## src/design/lbp_pkg.sv

```systemverilog
package lbp_pkg;
	localparam int POOL_ENTRIES = 16;
	localparam int IDX_W = $clog2(POOL_ENTRIES);
	localparam int OCC_W = $clog2(POOL_ENTRIES + 1);
	localparam int TAG_W = 24;
	localparam int MAX_RESULTS = 16;
	// Memory word: valid, dirty, locked, rank, tag.
	localparam int ENT_W = 3 + IDX_W + TAG_W;

	typedef enum logic [2:0] {
		OP_NEW = 3'd0, OP_READ = 3'd1, OP_WRITE = 3'd2, OP_DROP = 3'd3,
		OP_LOCK = 3'd4, OP_UNLOCK = 3'd5, OP_CLOSE = 3'd6, OP_NONE = 3'd7
	} op_t;

	typedef enum logic [1:0] {
		ST_DONE = 2'd0, ST_LOADED = 2'd1, ST_NOT_FOUND = 2'd2, ST_ALL_LOCKED = 2'd3
	} status_t;

	typedef struct packed {
		logic             valid;
		logic             dirty;
		logic             locked;
		logic [IDX_W-1:0] rank;
		logic [TAG_W-1:0] tag;
	} entry_t;
endpackage

```

## src/design/lbp_ram.sv

```systemverilog
module lbp_ram #(
	parameter int WIDTH = 8,
	parameter int DEPTH = 16
) (
	input  logic                     clk,
	input  logic                     we,
	input  logic [$clog2(DEPTH)-1:0] waddr,
	input  logic [WIDTH-1:0]         wdata,
	input  logic [$clog2(DEPTH)-1:0] raddr,
	output logic [WIDTH-1:0]         rdata
);
	logic [WIDTH-1:0] mem [DEPTH];

	always_ff @(posedge clk) begin
		if (we) begin
			mem[waddr] <= wdata;
		end
		rdata <= mem[raddr];
	end
endmodule

```

## src/design/lru_block_pool_with_pinning_unit.sv

```systemverilog
// LRU block pool with pinning. Up to POOL_ENTRIES resident block numbers are
// kept in one synchronous memory, each word holding its tag, dirty mark, lock
// mark and recency rank (0 is least recent). Valid bits live in flip-flops so
// that reset empties the pool at once, with no clearing pass. An item is
// handled by a sequencer that sweeps the memory, one entry a cycle. A lookup
// sweep also finds the least recent unlocked entry and a free slot. A
// decision state follows. An update sweep then rewrites the ranks of every
// resident entry, and an emit state loads the result word. When no rank
// changes (a miss without backing store, a load into a pool that is not
// full, unlock, all locked, a drop or close that finds nothing, or an unused
// code) the update state passes straight on to the emit state. Close takes
// a lookup and an update pass for each entry that leaves, up to sixteen per
// item. The memory's single read port sets the pace of the sweeps. Each
// result word waits in one output register; the decision state of a further
// close pass waits until that register has been emptied, so a stalled
// receiver can stretch the item. The next item is taken once the last word
// of the current one has been delivered. The counter start is accepted only
// while the pool is idle with its output register empty, and it wins over an
// input word offered in the same cycle. An eviction that finds every entry
// locked leaves the pool unchanged and reports the all-locked status.
module lru_block_pool_with_pinning_unit
	import lbp_pkg::*;
(
	input  logic             clk,
	input  logic             arst_n,
	input  logic             cfg_valid,
	output logic             cfg_ready,
	input  logic [TAG_W-1:0] first_new_block,
	input  logic             in_valid,
	output logic             in_ready,
	input  logic [2:0]       operation,
	input  logic [TAG_W-1:0] block_number,
	input  logic             in_backing_store,
	output logic             out_valid,
	input  logic             out_ready,
	output logic [1:0]       status,
	output logic [TAG_W-1:0] assigned_block,
	output logic             victim_valid,
	output logic [TAG_W-1:0] victim_block,
	output logic             victim_write_back,
	output logic             last_result
);
	typedef enum logic [2:0] {
		S_IDLE, S_SCAN, S_DECIDE, S_UPDATE, S_EMIT
	} state_t;

	// What the update sweep does to the ranks of the other entries.
	typedef enum logic [1:0] {
		U_NONE, U_TOUCH, U_REMOVE, U_ROTATE
	} upd_t;

	state_t state_q;
	op_t op_q;
	logic [TAG_W-1:0] tag_q, next_blk_q;
	logic backed_q;
	logic [POOL_ENTRIES-1:0] valid_q;
	logic [OCC_W-1:0] occ_q;
	logic [IDX_W:0] cnt_q;
	logic [IDX_W-1:0] rd_idx_q;
	logic rd_live_q;
	logic hit_q, cand_q, free_found_q;
	logic [IDX_W-1:0] hit_idx_q, cand_idx_q, free_idx_q, lru_idx_q;
	logic lru_found_q;
	entry_t hit_ent_q, cand_ent_q, lru_ent_q;
	upd_t upd_q;
	logic [IDX_W-1:0] upd_idx_q, upd_rank_q;
	logic ins_q;
	entry_t ins_ent_q;
	logic [IDX_W-1:0] ins_idx_q;
	logic [4:0] nres_q;

	logic ram_we;
	logic [IDX_W-1:0] ram_waddr, ram_raddr;
	entry_t ram_wdata, ram_rdata;

	lbp_ram #(.WIDTH(ENT_W), .DEPTH(POOL_ENTRIES)) u_ram (
		.clk  (clk),
		.we   (ram_we),
		.waddr(ram_waddr),
		.wdata(ram_wdata),
		.raddr(ram_raddr),
		.rdata(ram_rdata)
	);

	assign cfg_ready = (state_q == S_IDLE) && !out_valid;
	assign in_ready = (state_q == S_IDLE) && !out_valid && !cfg_valid;
	assign ram_raddr = cnt_q[IDX_W-1:0];

	// Rank rewrite of the entry arriving from memory during the update sweep, and the entry write of the emit state.
	entry_t cur;
	logic [IDX_W-1:0] top;
	always_comb begin
		cur = ram_rdata;
		cur.valid = valid_q[rd_idx_q];
		top = IDX_W'(occ_q - OCC_W'(1));
		ram_we = 1'b0;
		ram_waddr = rd_idx_q;
		ram_wdata = cur;
		if (state_q == S_UPDATE && rd_live_q && cur.valid) begin
			ram_we = 1'b1;
			if (rd_idx_q == upd_idx_q) begin
				ram_wdata.rank = top;
				if (op_q == OP_WRITE) ram_wdata.dirty = 1'b1;
				if (op_q == OP_LOCK) ram_wdata.locked = 1'b1;
			end else begin
				unique case (upd_q)
					U_TOUCH, U_REMOVE: begin
						if (cur.rank > upd_rank_q) ram_wdata.rank = cur.rank - 1'b1;
					end
					U_ROTATE: begin
						if (cur.rank > upd_rank_q) ram_wdata.rank = cur.rank - upd_rank_q - 1'b1;
						else ram_wdata.rank = cur.rank + (top - upd_rank_q);
					end
					default: ram_we = 1'b0;
				endcase
			end
		end else if (state_q == S_EMIT && ins_q) begin
			ram_we = 1'b1;
			ram_waddr = ins_idx_q;
			ram_wdata = ins_ent_q;
		end
	end

	always_ff @(posedge clk or negedge arst_n) begin
		if (!arst_n) begin
			state_q <= S_IDLE;
			valid_q <= '0;
			occ_q <= '0;
			next_blk_q <= '0;
			out_valid <= 1'b0;
			cnt_q <= '0;
			rd_live_q <= 1'b0;
			ins_q <= 1'b0;
			nres_q <= '0;
		end else begin
			if (out_valid && out_ready) out_valid <= 1'b0;
			rd_live_q <= 1'b0;
			unique case (state_q)
				S_IDLE: begin
					if (cfg_valid && cfg_ready) next_blk_q <= first_new_block;
					if (in_valid && in_ready) begin
						op_q <= op_t'(operation);
						tag_q <= (op_t'(operation) == OP_NEW) ? next_blk_q : block_number;
						backed_q <= in_backing_store;
						nres_q <= '0;
						cnt_q <= '0;
						hit_q <= 1'b0; cand_q <= 1'b0; free_found_q <= 1'b0;
						lru_found_q <= 1'b0;
						state_q <= S_SCAN;
					end
				end
				S_SCAN: begin
					// One entry read per cycle; each result is checked in the cycle after its read.
					if (cnt_q < (IDX_W+1)'(POOL_ENTRIES)) begin
						rd_idx_q <= cnt_q[IDX_W-1:0];
						rd_live_q <= 1'b1;
						cnt_q <= cnt_q + 1'b1;
					end
					if (rd_live_q) begin
						if (cur.valid && cur.tag == tag_q && !hit_q) begin
							hit_q <= 1'b1; hit_idx_q <= rd_idx_q; hit_ent_q <= cur;
						end
						if (cur.valid && !cur.locked &&
						    (!cand_q || cur.rank < cand_ent_q.rank)) begin
							cand_q <= 1'b1; cand_idx_q <= rd_idx_q; cand_ent_q <= cur;
						end
						if (cur.valid && cur.rank == '0) begin
							lru_found_q <= 1'b1; lru_idx_q <= rd_idx_q; lru_ent_q <= cur;
						end
						if (!cur.valid && !free_found_q) begin
							free_found_q <= 1'b1; free_idx_q <= rd_idx_q;
						end
					end else if (cnt_q == (IDX_W+1)'(POOL_ENTRIES)) begin
						state_q <= S_DECIDE;
					end
				end
				S_DECIDE: begin
					// The output register may still hold the previous word of a close.
					if (!out_valid) begin
						status <= ST_DONE;
						assigned_block <= '0;
						victim_valid <= 1'b0;
						victim_block <= '0;
						victim_write_back <= 1'b0;
						upd_q <= U_NONE;
						ins_q <= 1'b0;
						last_result <= 1'b1;
						state_q <= S_UPDATE;
						case (op_q)
							OP_NEW, OP_READ, OP_WRITE, OP_LOCK: begin
								if (hit_q) begin
									upd_q <= U_TOUCH; upd_idx_q <= hit_idx_q;
									upd_rank_q <= hit_ent_q.rank;
									if (op_q == OP_NEW) begin
										assigned_block <= tag_q;
										next_blk_q <= next_blk_q + 1'b1;
									end
								end else if (op_q != OP_NEW && !backed_q) begin
									status <= ST_NOT_FOUND;
								end else if (occ_q == OCC_W'(POOL_ENTRIES) && !cand_q) begin
									status <= ST_ALL_LOCKED;
								end else begin
									if (op_q == OP_NEW) begin
										assigned_block <= tag_q;
										next_blk_q <= next_blk_q + 1'b1;
									end else begin
										status <= ST_LOADED;
									end
									ins_q <= 1'b1;
									ins_ent_q.dirty <= (op_q == OP_WRITE);
									ins_ent_q.locked <= (op_q == OP_LOCK);
									ins_ent_q.tag <= tag_q;
									ins_ent_q.valid <= 1'b1;
									if (occ_q == OCC_W'(POOL_ENTRIES)) begin
										victim_valid <= 1'b1;
										victim_block <= cand_ent_q.tag;
										victim_write_back <= cand_ent_q.dirty;
										upd_q <= U_ROTATE; upd_idx_q <= cand_idx_q;
										upd_rank_q <= cand_ent_q.rank;
										ins_idx_q <= cand_idx_q;
										ins_ent_q.rank <= IDX_W'(occ_q - OCC_W'(1));
										valid_q[cand_idx_q] <= 1'b0;
									end else begin
										ins_idx_q <= free_idx_q;
										ins_ent_q.rank <= IDX_W'(occ_q);
										occ_q <= occ_q + 1'b1;
									end
								end
							end
							OP_DROP: begin
								if (hit_q) begin
									victim_valid <= 1'b1;
									victim_block <= tag_q;
									upd_q <= U_REMOVE; upd_idx_q <= hit_idx_q;
									upd_rank_q <= hit_ent_q.rank;
									valid_q[hit_idx_q] <= 1'b0;
									occ_q <= occ_q - 1'b1;
								end
							end
							OP_UNLOCK: begin
								if (hit_q) begin
									ins_q <= 1'b1; ins_idx_q <= hit_idx_q;
									ins_ent_q <= '{valid: 1'b1, dirty: hit_ent_q.dirty,
										locked: 1'b0, rank: hit_ent_q.rank,
										tag: hit_ent_q.tag};
								end else begin
									status <= ST_NOT_FOUND;
								end
							end
							OP_CLOSE: begin
								if (lru_found_q) begin
									victim_valid <= 1'b1;
									victim_block <= lru_ent_q.tag;
									victim_write_back <= lru_ent_q.dirty;
									upd_q <= U_REMOVE; upd_idx_q <= lru_idx_q;
									upd_rank_q <= '0;
									valid_q[lru_idx_q] <= 1'b0;
									occ_q <= occ_q - 1'b1;
									last_result <= (occ_q == OCC_W'(1)) ||
										(nres_q == 5'(MAX_RESULTS - 1));
								end
							end
							default: ;
						endcase
						cnt_q <= '0;
					end
				end
				S_UPDATE: begin
					// Removed entries were cleared in valid_q, so they are skipped.
					if (upd_q == U_NONE) begin
						state_q <= S_EMIT;
					end else begin
						if (cnt_q < (IDX_W+1)'(POOL_ENTRIES)) begin
							rd_idx_q <= cnt_q[IDX_W-1:0];
							rd_live_q <= 1'b1;
							cnt_q <= cnt_q + 1'b1;
						end else if (!rd_live_q) begin
							state_q <= S_EMIT;
						end
					end
				end
				S_EMIT: begin
					if (!out_valid) begin
						if (ins_q) valid_q[ins_idx_q] <= 1'b1;
						ins_q <= 1'b0;
						out_valid <= 1'b1;
						nres_q <= nres_q + 1'b1;
						cnt_q <= '0;
						hit_q <= 1'b0; cand_q <= 1'b0; free_found_q <= 1'b0;
						lru_found_q <= 1'b0;
						state_q <= last_result ? S_IDLE : S_SCAN;
					end
				end
				default: state_q <= S_IDLE;
			endcase
		end
	end
endmodule

```

## config.mk

```make
export PLATFORM = sky130hd
export DESIGN_NAME = lru_block_pool_with_pinning_unit
export DESIGN_NICKNAME = d
export VERILOG_FILES = /design/src/design/lbp_pkg.sv /design/src/design/lbp_ram.sv /design/src/design/lru_block_pool_with_pinning_unit.sv
export SDC_FILE = /design/constraint.sdc
export NUM_CORES = 1
export LEC_CHECK = 0
export BUFFER_PORTS_ARGS = -buffer_cell sky130_fd_sc_hd__buf_2
export CORE_UTILIZATION = 48
export DETAILED_ROUTE_END_ITERATION = 12
export SYNTH_ARGS = -nofsm -noshare
export SYNTH_HDL_FRONTEND = slang
export SYNTH_SLANG_ARGS = --single-unit
```

## constraint.sdc

```tcl
create_clock -name clk -period 6.3 [get_ports clk]
set_input_delay 0.63 -clock clk [delete_from_list [all_inputs] [get_ports clk]]
set_output_delay 0.63 -clock clk [all_outputs]
set_load 0.02 [all_outputs]
```

==> out/qor.json <==
{
  "run_status": {"value": "complete, no violations"},
  "fp-row-count": {"value": 95},
  "p_leak": {"value": 12.6, "unit": "nW"},
  "cts-buffers-inserted": {"value": 85},
  "mappedNetlistNets": {"value": 1974},
  "clkLatencyLatePin": {"value": 0.64, "unit": "ns"},
  "post_dr_vias_cell": {"value": 6.06},
  "timing.final.crit_share": {"value": 0.607},
  "grt_usage": {"value": 0.218},
  "number_of_fill_cells": {"value": 5202},
  "report.final.setup_viol": {"value": 0},
  "syn-instance-count": {"value": 1890},
  "clk_transition_reported_paths": {"value": 0.06, "unit": "ns"},
  "yosys_warnings": {"value": 0},
  "cts.htree.levels": {"value": 3},
  "area.sequential": {"value": 23500, "unit": "µm²"},
  "antenna_found_initial": {"value": 0},
  "postSynth.asyncResetShare": {"value": 0.0761},
  "synth_ff_type": {"value": "sky130_fd_sc_hd__edfxtp_1"},
  "final.setup.tns": {"value": 0, "unit": "ns"},
  "maxCapViolations": {"value": 0},
  "finish.utilization": {"value": 0.554},
  "post_synth_and_or_nand_nor_area_fraction": {"value": 0.0489},
  "drive_above_1_share": {"value": 0.262},
  "chipHeight": {"value": 264, "unit": "µm"},
  "fp.coreArea": {"value": 67600, "unit": "µm²"},
  "synthMuxAreaShare": {"value": 0.135},
  "routed_wirelength": {"value": 75.2, "unit": "mm"},
  "worst-endpoint-arrival": {"value": 4.05, "unit": "ns"},
  "drt.antenna.violating_nets": {"value": 0},
  "smallest_setup_slack_after_layout": {"value": 2.48, "unit": "ns"},
  "whs_path_depth": {"value": 2},
  "element_type_at_the_critical_path_start": {"value": "flop"},
  "layout-area-overhead-vs-synth": {"value": 13.6, "unit": "%"},
  "timing.max_slew.rel_slack": {"value": 0.0583},
  "critPathRequiredTime": {"value": 6.53, "unit": "ns"},
  "dp.cells": {"value": 2795},
  "drcViolationCount": {"value": 0},
  "max_freq": {"value": 262, "unit": "MHz"},
  "first_global_vias": {"value": 17700},
  "final_cell_count_no_fill": {"value": 2957},
  "grt_overflow": {"value": 0},
  "synth_cell_type_count": {"value": 73},
  "report.final.hold_viol_count": {"value": 0},
  "place.port_buffers": {"value": 112},
  "dieWidth": {"value": 264, "unit": "µm"},
  "root_buffer": {"value": "sky130_fd_sc_hd__clkbuf_16"},
  "worst_ir_drop_vdd": {"value": 0.000390, "unit": "V"},
  "gp_congestion": {"value": 0.916},
  "worstSetupEndpointType": {"value": "flop"},
  "period_minus_slack": {"value": 3.82, "unit": "ns"},
  "worstHoldPathType": {"value": "input port to flop"},
  "postSynthRegisterBits": {"value": 802},
  "synth_edf_count": {"value": 711},
  "die_outline_area": {"value": 69800, "unit": "µm²"},
  "io_count": {"value": 113},
  "start_util": {"value": 0.488},
  "max_slew.worst_pin.slew": {"value": 1.41, "unit": "ns"},
  "slew_violations": {"value": 0},
  "clock_skew": {"value": 0.0196, "unit": "ns"},
  "drt-pass1-iter-count": {"value": 6},
  "cts_tree": {"value": "yes"},
  "wl_per_cell": {"value": 25.4, "unit": "µm"},
  "rsz0062_at_grt": {"value": "no"},
  "power.density": {"value": 421, "unit": "nW/µm²"},
  "post-dp-hpwl": {"value": 48.5, "unit": "mm"},
  "largest_net_degree_at_the_start_of_global_routing": {"value": 107},
  "vias": {"value": 17900},
  "critical_path_peak_fanout": {"value": 16},
  "postSynthAreaPerCell": {"value": 17.5, "unit": "µm²"},
  "critPathKind": {"value": "flop to flop"},
  "grt_first_pass_wirelength": {"value": 114, "unit": "mm"},
  "footprint_of_the_multi_input_gates": {"value": 9030, "unit": "µm²"},
  "cts.sinks": {"value": 802},
  "synth_compound_gate_area_share": {"value": 0.0603},
  "synth_top_family_by_area": {"value": "multiplexers"},
  "synthAdderAreaFrac": {"value": 0.0115},
  "synth-xor-area-share": {"value": 0.0124},
  "summed_instance_area_of_the_synthesized_netlist": {"value": 33000, "unit": "µm²"},
  "clock_path_buffers": {"value": 3},
  "worst_slack_at_placement": {"value": 2.51, "unit": "ns"},
  "sequential_element_share_of_the_synthesized_area": {"value": 0.711},
  "drt_first_iter_violations": {"value": 2145},
  "nNetsFinal": {"value": 2094},
  "worst-r2r-cell-count": {"value": 10}
}
-- per-layer routing --
layer	up-vias	GRT usage	share of wire
li1	7815	-	-
met1	9374	0.355	0.49
met2	641	0.309	0.43
met3	104	0.0345	0.066
met4	0	0.0479	0.018
met5	-	0	0
-- critical path, stage by stage (launching register included) --
cell and delay, ns:
sky130_fd_sc_hd__dfrtp_1 0.50, sky130_fd_sc_hd__inv_1 0.12, sky130_fd_sc_hd__ha_1 0.32, sky130_fd_sc_hd__inv_1 0.12, sky130_fd_sc_hd__fa_1 0.47, sky130_fd_sc_hd__ha_1 0.30, sky130_fd_sc_hd__a21o_1 0.18, sky130_fd_sc_hd__a21oi_1 0.16
sky130_fd_sc_hd__xnor3_1 0.15, sky130_fd_sc_hd__o2111ai_1 0.10, sky130_fd_sc_hd__a31oi_1 0.99
-- per-stage QoR --
stage               power [mW]  hold slack, ns  area, µm²
floorplan                 9.49           0.334      33000
global placement          10.7           0.509      34600
detailed placement        10.7           0.495      34600
CTS                       15.9           0.162      37500
global route              16.4           0.159      37500
finish                    15.8           0.189      37500
-- synth_stat cells, drive strengths merged, types with 3 or more instances --
| cell type | number | area (µm²) |
|---|---|---|
| edfxtp | 711 | 21400 |
| mux4 | 154 | 3470 |
| o21ai | 81 | 405 |
| mux2 | 77 | 867 |
| nor2 | 77 | 289 |
| a21oi | 75 | 390 |
| inv | 66 | 248 |
| dfrtp | 61 | 1530 |
| clkbuf | 60 | 226 |
| nand2 | 59 | 221 |
| buf | 41 | 191 |
| and2 | 33 | 206 |
| xor2 | 33 | 289 |
| dfxtp | 30 | 601 |
| a222oi | 28 | 280 |
| nand3 | 26 | 135 |
| nand2b | 24 | 150 |
| ha | 23 | 288 |
| nor3 | 21 | 120 |
| a22o | 18 | 158 |
| nand4 | 18 | 113 |
| o31ai | 14 | 105 |
| mux2i | 13 | 130 |
| a21o | 12 | 90.1 |
| xnor2 | 11 | 96.3 |
| a31oi | 10 | 62.6 |
| nor4 | 10 | 62.6 |
| o22ai | 10 | 62.6 |
| and3 | 9 | 56.3 |
| nor3b | 9 | 95.1 |
| o2111ai | 8 | 76.3 |
| nor2b | 6 | 37.5 |
| a211oi | 5 | 50.1 |
| a2bb2oi | 5 | 43.8 |
| a22oi | 4 | 30.0 |
| and4 | 4 | 35.0 |
| fa | 4 | 80.1 |
| o41ai | 4 | 35.0 |
| a32oi | 3 | 26.3 |
| nor4b | 3 | 32.5 |
| o22a | 3 | 26.3 |
| or2 | 3 | 18.8 |
-- cell families (layout without fill, tap and decap cells) --
kind of cell | Yosys count | after routing
and+or+nand+nor | 307 | 307
other | 0 | 1
muxes | 244 | 244
xor gates and xnor gates | 45 | 45
adders and majority gates | 28 | 28
buffers and inverters | 167 | 360
AOI/OAI and AO/OA | 297 | 297
DFF | 802 | 802
-- path summary, 6_finish.rpt --
kind / from / end / slack [ns]
min in group asynchronous: arst_n / ins_q / 0.50
max in group asynchronous: arst_n / occ_q[2] / 4.73
hold / removal: out_ready / out_valid / 0.19
setup reg to reg: occ_q[0] / u_ram.mem[3][27] / 2.48
hold reg to reg: valid_q[10] / valid_q[10] / 0.53
setup / recovery: occ_q[0] / u_ram.mem[3][27] / 2.48
-- state kept, by name (all words and copies together), names as in the netlist, 5 cells and up --
| register | count |
|---|---|
| lru_ent_q | 25 |
| next_blk_q | 24 |
| cnt_q | 5 |
| occ_q | 5 |
| hit_ent_q | 29 |
| valid_q | 16 |
| assigned_block | 24 |
| tag_q | 24 |
| cand_ent_q | 29 |
| ins_ent_q | 30 |
| u_ram.rdata | 30 |
| u_ram.mem | 480 |
| nres_q | 5 |
| victim_block | 24 |
-- cells in the final DEF (no fill, tap or decap), drive strengths merged, types with 11 or more instances in the layout --
master,synthesis,layout
a21o,12,12
a21oi,75,75
a222oi,28,28
a22o,18,18
and2,33,33
buf,41,133
clkbuf,60,110
clkinv,0,33
dfrtp,61,61
dfxtp,30,30
edfxtp,711,711
ha,23,23
inv,66,72
mux2,77,77
mux2i,13,13
mux4,154,154
nand2,59,59
nand2b,24,24
nand3,26,26
nand4,18,18
nor2,77,77
nor3,21,21
o21ai,81,81
o31ai,14,14
xnor2,11,11
xor2,33,33
-- power breakdown --
part / internal [mW] / leakage (nW) / switching, mW
Combinational: 1.52 / 3.80 / 1.94
Clock: 3.03 / 1.43 / 2.11
Sequential: 6.64 / 7.41 / 0.532
Total: 11.2 / 12.6 / 4.58
-- what timing repair did --
item	4_1_cts	5_1_grt
gates resized for setup	0	0
buffers inserted	0	0
hold endpoints to repair	10	0
setup endpoints to repair	0	0
hold buffers	1	0
-- final cells by class --
class	instances	area share
clock buffer	110	0.0617
tap	873	0.0291
antenna	1	0.0000668
timing repair buffer	134	0.0198
inverter	66	0.00661
clock inverter	50	0.0153
multi-input combinational	921	0.241
sequential	802	0.627
Power figures use the tool's default switching activity.
